$ cat config.mk
export PLATFORM = sky130hd
export DESIGN_NAME = substring_search_stream
export DESIGN_NICKNAME = d
export VERILOG_FILES = /design/src/hw/rtl/ssrch_pkg.sv /design/src/hw/rtl/ssrch_cell.sv /design/src/hw/rtl/ssrch_track.sv /design/src/hw/rtl/substring_search_stream.sv
export SDC_FILE = /design/constraint.sdc
export NUM_CORES = 1
export LEC_CHECK = 0
export BUFFER_PORTS_ARGS = -buffer_cell sky130_fd_sc_hd__clkbuf_2
export CAP_MARGIN = 20
export CORE_MARGIN = 2
export CORE_UTILIZATION = 65
export DETAILED_ROUTE_END_ITERATION = 6
export PLACE_DENSITY = 0.86
export SETUP_SLACK_MARGIN = 0.05
export SLEW_MARGIN = 10
export SYNTH_ARGS = -nofsm -noshare
export SYNTH_HDL_FRONTEND = slang
export SYNTH_SLANG_ARGS = --single-unit
$ cat constraint.sdc
create_clock -name i_clk -period 14.17 [get_ports i_clk]
set_clock_uncertainty 0.2 [all_clocks]
set_input_delay 1.417 -clock i_clk [delete_from_list [all_inputs] [get_ports i_clk]]
set_output_delay 1.417 -clock i_clk [all_outputs]
set_load 0.05 [all_outputs]
$ cat src/hw/rtl/ssrch_pkg.sv
// ssrch_pkg: shared types, constants and helpers of the substring search stream
// used by ssrch_cell, ssrch_track and substring_search_stream; no dependencies
package ssrch_pkg;

    // fixed widths of the register and stream fields
    localparam int LEN_W           = 5;
    localparam int PAT_BYTES       = 16;
    localparam int PAT_IDX_W       = 4;
    localparam int CFG_IDX_W       = 3;
    localparam int CFG_DATA_W      = 64;
    localparam int OUT_OFFSET_W    = 32;

    // defaults for the top-level parameters
    localparam int PATTERN_MAX_DEF = 16;
    localparam int OFFSET_BITS_DEF = 32;

    // configuration register indexes
    typedef enum logic [CFG_IDX_W-1:0] {
        CFG_PAT_LO  = 3'd0,
        CFG_PAT_HI  = 3'd1,
        CFG_PAT_LEN = 3'd2,
        CFG_FOLD    = 3'd3,
        CFG_LAST    = 3'd4
    } t_cfg_reg;

    // per-request control from the window chain to the tracker
    typedef struct packed {
        logic accept;
        logic take;
        logic last;
        logic all_eq;
    } t_step;

    // search mode as seen by the tracker
    typedef struct packed {
        logic [LEN_W-1:0] len;
        logic             lead_nul;
        logic             search_last;
    } t_mode;

    // end-of-text decision
    typedef struct packed {
        logic                    found;
        logic [OUT_OFFSET_W-1:0] offset;
    } t_result;

    // ascii A-Z to a-z when folding is on
    function automatic logic [7:0] fold_byte(input logic [7:0] b, input logic en);
        logic [7:0] r;
        r = b;
        if (en && b >= 8'h41 && b <= 8'h5A) begin
            r = b + 8'h20;
        end
        return r;
    endfunction

endpackage

$ cat src/hw/rtl/ssrch_cell.sv
// ssrch_cell: one window byte of the text shift chain with its pattern compare
// depends on ssrch_pkg (fold_byte)
module ssrch_cell
    import ssrch_pkg::*;
(
    input  logic       i_clk,
    input  logic       i_rst_n,
    input  logic       i_shift,
    input  logic       i_clear,
    input  logic [7:0] i_din,
    input  logic [7:0] i_pat,
    input  logic       i_active,
    input  logic       i_fold,
    output logic [7:0] o_byte,
    output logic       o_eq
);

    logic [7:0] r_byte;

    // compare the byte that enters this cell on the current shift
    assign o_eq   = !i_active || (fold_byte(i_din, i_fold) == fold_byte(i_pat, i_fold));
    assign o_byte = r_byte;

    // window byte, cleared at end of text
    always_ff @(posedge i_clk) begin
        if (!i_rst_n) begin
            r_byte <= '0;
        end else if (i_clear) begin
            r_byte <= '0;
        end else if (i_shift) begin
            r_byte <= i_din;
        end
    end

endmodule

$ cat src/hw/rtl/ssrch_track.sv
// ssrch_track: byte count, occurrence record and end-of-text decision
// depends on ssrch_pkg (t_step, t_mode, t_result)
module ssrch_track
    import ssrch_pkg::*;
#(
    parameter int OFFSET_BITS = OFFSET_BITS_DEF
) (
    input  logic    i_clk,
    input  logic    i_rst_n,
    input  t_step   i_step,
    input  t_mode   i_mode,
    output t_result o_res
);

    localparam logic [OFFSET_BITS-1:0] OffsetMax = {OFFSET_BITS{1'b1}};

    logic [OFFSET_BITS-1:0] r_seen, n_seen;
    logic                   r_hit, n_hit;
    logic [OFFSET_BITS-1:0] r_off, n_off;
    logic [OFFSET_BITS-1:0] len_ext;
    logic                   trivial;
    logic                   match;

    assign len_ext = OFFSET_BITS'(i_mode.len);
    assign trivial = (i_mode.len == '0) || i_mode.lead_nul;

    // saturating byte count including the byte of this request
    always_comb begin
        n_seen = r_seen;
        if (i_step.take && r_seen != OffsetMax) begin
            n_seen = r_seen + 1'b1;
        end
    end

    assign match = i_step.take && !trivial && (n_seen >= len_ext) && i_step.all_eq;

    // first or last occurrence record
    always_comb begin
        n_hit = r_hit;
        n_off = r_off;
        if (match && (i_mode.search_last || !r_hit)) begin
            n_hit = 1'b1;
            n_off = (n_seen == OffsetMax) ? OffsetMax : n_seen - len_ext;
        end
    end

    // decision for a final request
    always_comb begin
        o_res = '0;
        if (len_ext > n_seen) begin
            o_res = '0;
        end else if (trivial) begin
            o_res.found  = 1'b1;
            o_res.offset = i_mode.search_last ? OUT_OFFSET_W'(n_seen) : '0;
        end else if (n_hit) begin
            o_res.found  = 1'b1;
            o_res.offset = OUT_OFFSET_W'(n_off);
        end
    end

    // text state, cleared after each final request
    always_ff @(posedge i_clk) begin
        if (!i_rst_n) begin
            r_seen <= '0;
            r_hit  <= 1'b0;
            r_off  <= '0;
        end else if (i_step.accept && i_step.last) begin
            r_seen <= '0;
            r_hit  <= 1'b0;
            r_off  <= '0;
        end else begin
            r_seen <= n_seen;
            r_hit  <= n_hit;
            r_off  <= n_off;
        end
    end

    // no record means a zero offset
    a_off_zero: assert property (@(posedge i_clk) disable iff (!i_rst_n)
        !r_hit |-> r_off == '0)
        else $error("offset set without a recorded occurrence");

    // a recorded offset never passes the byte count
    a_off_le_seen: assert property (@(posedge i_clk) disable iff (!i_rst_n)
        r_hit |-> r_off <= r_seen)
        else $error("occurrence offset beyond bytes seen");

    // a final request leaves clean text state
    a_clear: assert property (@(posedge i_clk) disable iff (!i_rst_n)
        (i_step.accept && i_step.last) |=> (r_seen == '0 && !r_hit))
        else $error("text state not cleared after final request");

endmodule

$ cat src/hw/rtl/substring_search_stream.sv
// substring_search_stream: top level, config registers, window cell chain, result register
// depends on ssrch_pkg, ssrch_cell, ssrch_track
//
// channel  direction  handshake             payload
// s        in         i_s_tvalid/o_s_tready  tdata text_byte, tuser has_byte, tlast end_of_text
// m        out        o_m_tvalid/i_m_tready  tdata match_offset, tuser found
// cfg      in         i_cfg_we               i_cfg_index, i_cfg_wdata
//
// one text byte per cycle while o_s_tready is high: the window shifts and all cells compare in the accept cycle
// the result of a final request is in the output register in the cycle after it is accepted
// o_s_tready drops only while a result waits and the sink stalls
// reset (synchronous, active low) clears registers, window and text state; no clearing pass
module substring_search_stream
    import ssrch_pkg::*;
#(
    parameter int PATTERN_MAX = PATTERN_MAX_DEF,
    parameter int OFFSET_BITS = OFFSET_BITS_DEF
) (
    input  logic                    i_clk,
    input  logic                    i_rst_n,
    // text requests
    input  logic                    i_s_tvalid,
    output logic                    o_s_tready,
    input  logic [7:0]              i_s_tdata,   // [7:0] text_byte
    input  logic                    i_s_tuser,   // [0] has_byte
    input  logic                    i_s_tlast,
    // results
    output logic                    o_m_tvalid,
    input  logic                    i_m_tready,
    output logic [OUT_OFFSET_W-1:0] o_m_tdata,   // [31:0] match_offset
    output logic                    o_m_tuser,   // [0] found
    // configuration
    input  logic                    i_cfg_we,
    input  logic [CFG_IDX_W-1:0]    i_cfg_index,
    input  logic [CFG_DATA_W-1:0]   i_cfg_wdata
);

    logic [CFG_DATA_W-1:0] r_pat_lo;
    logic [CFG_DATA_W-1:0] r_pat_hi;
    logic [LEN_W-1:0]      r_pat_len;
    logic                  r_fold;
    logic                  r_last;

    logic [7:0]            pat_byte [PAT_BYTES];
    logic [LEN_W-1:0]      used_len;
    logic                  accept_in;
    logic                  take;
    logic                  clear;
    logic [7:0]            win     [PATTERN_MAX];
    logic [PATTERN_MAX-1:0] eq;
    t_step                 step;
    t_mode                 mode;
    t_result               res;

    logic                    r_out_valid;
    logic                    r_found;
    logic [OUT_OFFSET_W-1:0] r_off;

    // configuration writes
    always_ff @(posedge i_clk) begin
        if (!i_rst_n) begin
            r_pat_lo  <= '0;
            r_pat_hi  <= '0;
            r_pat_len <= '0;
            r_fold    <= 1'b0;
            r_last    <= 1'b0;
        end else if (i_cfg_we) begin
            case (t_cfg_reg'(i_cfg_index))
                CFG_PAT_LO:  r_pat_lo  <= i_cfg_wdata;
                CFG_PAT_HI:  r_pat_hi  <= i_cfg_wdata;
                CFG_PAT_LEN: r_pat_len <= i_cfg_wdata[LEN_W-1:0];
                CFG_FOLD:    r_fold    <= i_cfg_wdata[0];
                CFG_LAST:    r_last    <= i_cfg_wdata[0];
                default:     ;
            endcase
        end
    end

    // pattern bytes and saturated length
    always_comb begin
        for (int j = 0; j < PAT_BYTES / 2; j++) begin
            pat_byte[j]                 = r_pat_lo[j*8 +: 8];
            pat_byte[j + PAT_BYTES / 2] = r_pat_hi[j*8 +: 8];
        end
    end

    assign used_len = (r_pat_len > LEN_W'(PATTERN_MAX)) ? LEN_W'(PATTERN_MAX) : r_pat_len;

    // input handshake
    assign o_s_tready = !r_out_valid || i_m_tready;
    assign accept_in  = i_s_tvalid && o_s_tready;
    assign take       = accept_in && i_s_tuser;
    assign clear      = accept_in && i_s_tlast;

    // window chain: cell k holds the text byte k places back and checks pattern byte len-1-k
    for (genvar k = 0; k < PATTERN_MAX; k++) begin : g_cell
        logic [7:0]       din;
        logic [LEN_W-1:0] pidx;

        if (k == 0) begin : g_head
            assign din = i_s_tdata;
        end else begin : g_link
            assign din = win[k-1];
        end

        assign pidx = used_len - 1'b1 - LEN_W'(k);

        ssrch_cell u_cell (
            .i_clk    (i_clk),
            .i_rst_n  (i_rst_n),
            .i_shift  (take),
            .i_clear  (clear),
            .i_din    (din),
            .i_pat    (pat_byte[pidx[PAT_IDX_W-1:0]]),
            .i_active (LEN_W'(k) < used_len),
            .i_fold   (r_fold),
            .o_byte   (win[k]),
            .o_eq     (eq[k])
        );
    end

    // tracker
    assign step.accept      = accept_in;
    assign step.take        = take;
    assign step.last        = i_s_tlast;
    assign step.all_eq      = &eq;
    assign mode.len         = used_len;
    assign mode.lead_nul    = (pat_byte[0] == 8'h00);
    assign mode.search_last = r_last;

    ssrch_track #(
        .OFFSET_BITS (OFFSET_BITS)
    ) u_track (
        .i_clk   (i_clk),
        .i_rst_n (i_rst_n),
        .i_step  (step),
        .i_mode  (mode),
        .o_res   (res)
    );

    // result register
    always_ff @(posedge i_clk) begin
        if (!i_rst_n) begin
            r_out_valid <= 1'b0;
        end else if (clear) begin
            r_out_valid <= 1'b1;
        end else if (i_m_tready) begin
            r_out_valid <= 1'b0;
        end
    end

    always_ff @(posedge i_clk) begin
        if (clear) begin
            r_found <= res.found;
            r_off   <= res.offset;
        end
    end

    assign o_m_tvalid = r_out_valid;
    assign o_m_tdata  = r_off;
    assign o_m_tuser  = r_found;

    // not found always carries a zero offset
    a_nf_zero: assert property (@(posedge i_clk) disable iff (!i_rst_n)
        (r_out_valid && !r_found) |-> r_off == '0)
        else $error("nonzero offset on a not-found result");

    // a final request produces a result next cycle
    a_final_out: assert property (@(posedge i_clk) disable iff (!i_rst_n)
        clear |=> r_out_valid)
        else $error("final request gave no result");

    // no result appears without a final request
    a_no_spurious: assert property (@(posedge i_clk) disable iff (!i_rst_n)
        !clear |=> !$rose(r_out_valid))
        else $error("result without a final request");

endmodule
==> qor.csv <==
metric;value;unit
Detail Placement HPWL;76.6;mm
part of the power in combinational logic;18.9;%
Fill cells;3447;
clock power share;41.2;%
reg2reg start;r_pat_len[1];
Final min period;8.99;ns
area growth from synthesis to layout;6.58;%
TritonCTS clock tree;built;
post-layout net count;3628;
Die H;214;um
crit start category;flip-flop;
critical path class;reg2reg;
root buf cell;clkbuf_16;
cells along the critical path;nand2b_2 > ha_1 > xnor2_4 > buf_4 > ha_1 > inv_1 > nand3_1 > nand2_1 > mux4_2 > mux2i_1 > ha_1 > nor2b_1 > o21ai_0 > or4b_1 > mux2i_1 > a41o_1 > o2111ai_1 > nor4b_4 > buf_4 > nor2_2 > a21oi_1 > o22ai_1;
Final Power;2.62;mW
final cycle utilization of the critical path;63.4;%
Worst-Margin Slew;1.11;ns
sequential share of the synthesized area;26.0;%
Final Hold Vio Count;0;
Placed Cells incl. Taps;4039;
initial antenna violation count;1;
Mapped Area;0.0286;mm2
clock sinks;354;
Post-synth EDFFs;33;
die area;0.0457;mm2
Critical Path Max Stage Delay;0.98;ns
Pleak;11.0;nW
Synth area leader;dfxtp_1;
largest net degree at the start of global routing;102;
final-report max-slew violation count;0;
Critical R2R Capture;o_m_tdata[30];
routed len/inst;25.3;um
Max IR drop VDD;0.0973;mV
initial drt markers;4252;
number of CTS-inserted buffers;38;
Fmax;0.111;GHz
Total Wirelength;104;mm
gr ovfl total;0;
core area;0.0433;mm2
Clock Tree Buf Depth;3;
IO Pins;117;
Syn Area/Cell;8.06;um2
routability-driven placement congestion ratio;1.10;
hold_buf cts;0;
RSZ-0062 raised after global routing;false;
Via density;7.03;
worst path required time;14.30;ns
cell mode on critical path;ha_1;
Clock Latency Late Sink;0.61;ns
H-tree depth;2;
Finish-stage setup viols;0;
Post-Syn Nets;3677;
Cells after Synth;3544;
clk slew on worst S/H paths;0.06;ns
pwr dens;86.1;mW/mm2
switching share of total power;30.1;%
Synth top area share;22.5;%
first-pass GRT wire length;156;mm
Starting Density;66.0;%
TNS Setup;0;ns
CP arrival;9.12;ns
non-filler cells, final;4110;
Seq pwr share;39.9;%
post-route ant nets;0;
top_reg_cell synth;dfxtp_1;
# rows;76;
max-cap check violation count;0;
reg-to-reg slack, setup;5.18;ns
post-cts sizing count;0;
Post-CTS Setup Bufs;0;
Worst setup endpoint;o_m_tdata[30];
status;finished clean;
Worst Path Max Fanout;83;
GRT Overall Usage;45.1;%
FFs w/ async S/R, synth;0;%
HP Class;reg2reg;
Yosys warnings;0;
slowest stage cell, crit path;dfxtp_4;
DRC viols;0;
layout cell share with drive strength beyond 1;11.5;%
reg2reg path depth;22;
Yosys reg bits;354;
ranking of synthesized cells by area;dfxtp_1, mux2i_1, nand2_1;
Critical Path End Type;flip-flop;
Die X;214;um
vias in the first global route;25981;
Int Pwr;1.83;mW
worst slew margin relative to its limit;26.1;%
Critical Path Source;r_pat_len[1];
post-synth cell types;112;
routed vias;28875;
DRT Pass-1 Iters;7;
port buffer count;116;
P_sw;790;uW
==> metal layers <==
layer	vias to the layer above	GRT usage, %	share of wire (%)
met5	-	0	0
met3	511	13.2	13
met1	13534	55.5	36
li1	12781	-	-
met4	0	33.3	9.2
met2	2049	67.1	42
==> final cells by class <==
class,instances,area [um2],share of cell area (%)
tap,585,732,2.40
clock buffer,55,1170,3.84
timing repair buffer,157,888,2.92
antenna,1,2.50,0.00822
sequential,354,7420,24.4
inverter,49,186,0.612
clock inverter,14,201,0.662
multi-input combinational,2895,19800,65.2
==> cell usage in the layout, fill, tap and decap left out, types with 26 or more instances in the layout <==
cell type    n
a211oi_1    41
a21boi_0   135
a21o_1      29
a21oi_1    223
a22oi_1     37
a31oi_1     32
and2_1      26
and3_1      27
buf_4       41
clkbuf_16   42
clkbuf_2   115
dfxtp_1    319
edfxtp_1    33
ha_1        49
inv_1       45
mux2_2      45
mux2i_1    289
mux4_2      68
nand2_1    677
nand2b_1    29
nand3_1    108
nand4_1     42
nor2_1     209
nor2b_1     33
nor3_1      56
nor3b_1     43
o2111ai_1   33
o21ai_0    106
xnor2_1    101
xor2_1      81
==> worst max-delay path, delay by kind of cell, from the launching register on <==
family,cells,cell delay (ns)
adders and majority gates,3,1.27
and+or+nand+nor,7,2.34
AOI/OAI and AO/OA,5,1.02
buffers and inverters,3,1.52
muxes,3,1.11
DFF,1,0.98
xor gates and xnor gates,1,0.17
==> cells in the mapped netlist, types with 20 or more instances <==
| library cell | instances |
|---|---|
| nor3_1 | 56 |
| mux2i_1 | 289 |
| a211oi_1 | 42 |
| o21ai_0 | 106 |
| xnor2_1 | 101 |
| a21oi_1 | 223 |
| and3_1 | 28 |
| or3_1 | 23 |
| and2_1 | 27 |
| nand4_1 | 42 |
| nand2b_1 | 30 |
| a21boi_0 | 135 |
| buf_2 | 52 |
| nand2_1 | 679 |
| nor4b_1 | 21 |
| inv_1 | 45 |
| clkbuf_1 | 131 |
| edfxtp_1 | 33 |
| a21o_1 | 29 |
| mux4_2 | 68 |
| nand3_1 | 109 |
| o2111ai_1 | 33 |
| buf_1 | 22 |
| a31oi_1 | 32 |
| xor2_1 | 81 |
| buf_4 | 26 |
| nor2b_1 | 34 |
| and3b_1 | 20 |
| a22oi_1 | 37 |
| ha_1 | 50 |
| nor4_1 | 25 |
| nor2_1 | 210 |
| dfxtp_1 | 321 |
| nor3b_1 | 43 |
| mux2_2 | 45 |
==> worst min path at each step <==
stage / cells past startpoint / slack (ns) / start / to
global placement: 2 / 0.26 / u_track.r_off[11] / u_track.r_off[11]
detailed placement: 2 / 0.26 / u_track.r_off[28] / u_track.r_off[28]
CTS: 2 / 0.27 / u_track.r_off[28] / u_track.r_off[28]
global route: 2 / 0.29 / u_track.r_off[11] / u_track.r_off[11]
floorplan: 2 / 0.25 / u_track.r_off[11] / u_track.r_off[11]
finish: 2 / 0.27 / u_track.r_off[28] / u_track.r_off[28]
==> kinds of logic after synthesis <==
kind of cell	share of synthesized area, %
XOR/XNOR	6.11
flip-flops	26.0
buffers and inverters	4.85
AND/OR/NAND/NOR	24.3
AO/OA/AOI/OAI	19.1
adder cells (fa/ha/maj)	2.26
multiplexers	17.4
==> power by group through the flow <==
| stage | Combinational [mW] | Clock, mW | Sequential, mW |
|---|---|---|---|
| after floorplan | 0.334 | 0 | 1.07 |
| after global placement | 0.467 | 0 | 1.07 |
| after detailed placement | 0.470 | 0 | 1.07 |
| after CTS | 0.473 | 1.08 | 1.04 |
| after global routing | 0.521 | 1.12 | 1.05 |
| final | 0.494 | 1.08 | 1.05 |
==> flip-flops by register name, summed over array words and instances, names as in the netlist <==
signal                cells
u_track.r_off            32
g_cell.u_cell.o_byte    120
u_track.r_seen           32
r_pat_hi                 64
o_m_tdata                32
r_pat_lo                 64
r_last                    1
r_pat_len                 5
r_fold                    1
u_track.r_hit             1
o_m_tuser                 1
o_m_tvalid                1
==> through the flow <==
step / hold slack [ns] / area, um2 / utilization [%] / setup slack (ns)
4_1_cts: 0.274 / 30400 / 70.4 / 5.50
3_3_place_gp: 0.256 / 29100 / 67.2 / 5.60
5_1_grt: 0.294 / 30500 / 70.4 / 4.78
3_5_place_dp: 0.263 / 29100 / 67.2 / 5.55
2_1_floorplan: 0.246 / 28600 / - / 6.69
6_report: 0.273 / 30500 / 70.4 / 5.18
Note: power is estimated with default switching activity, not from simulation.
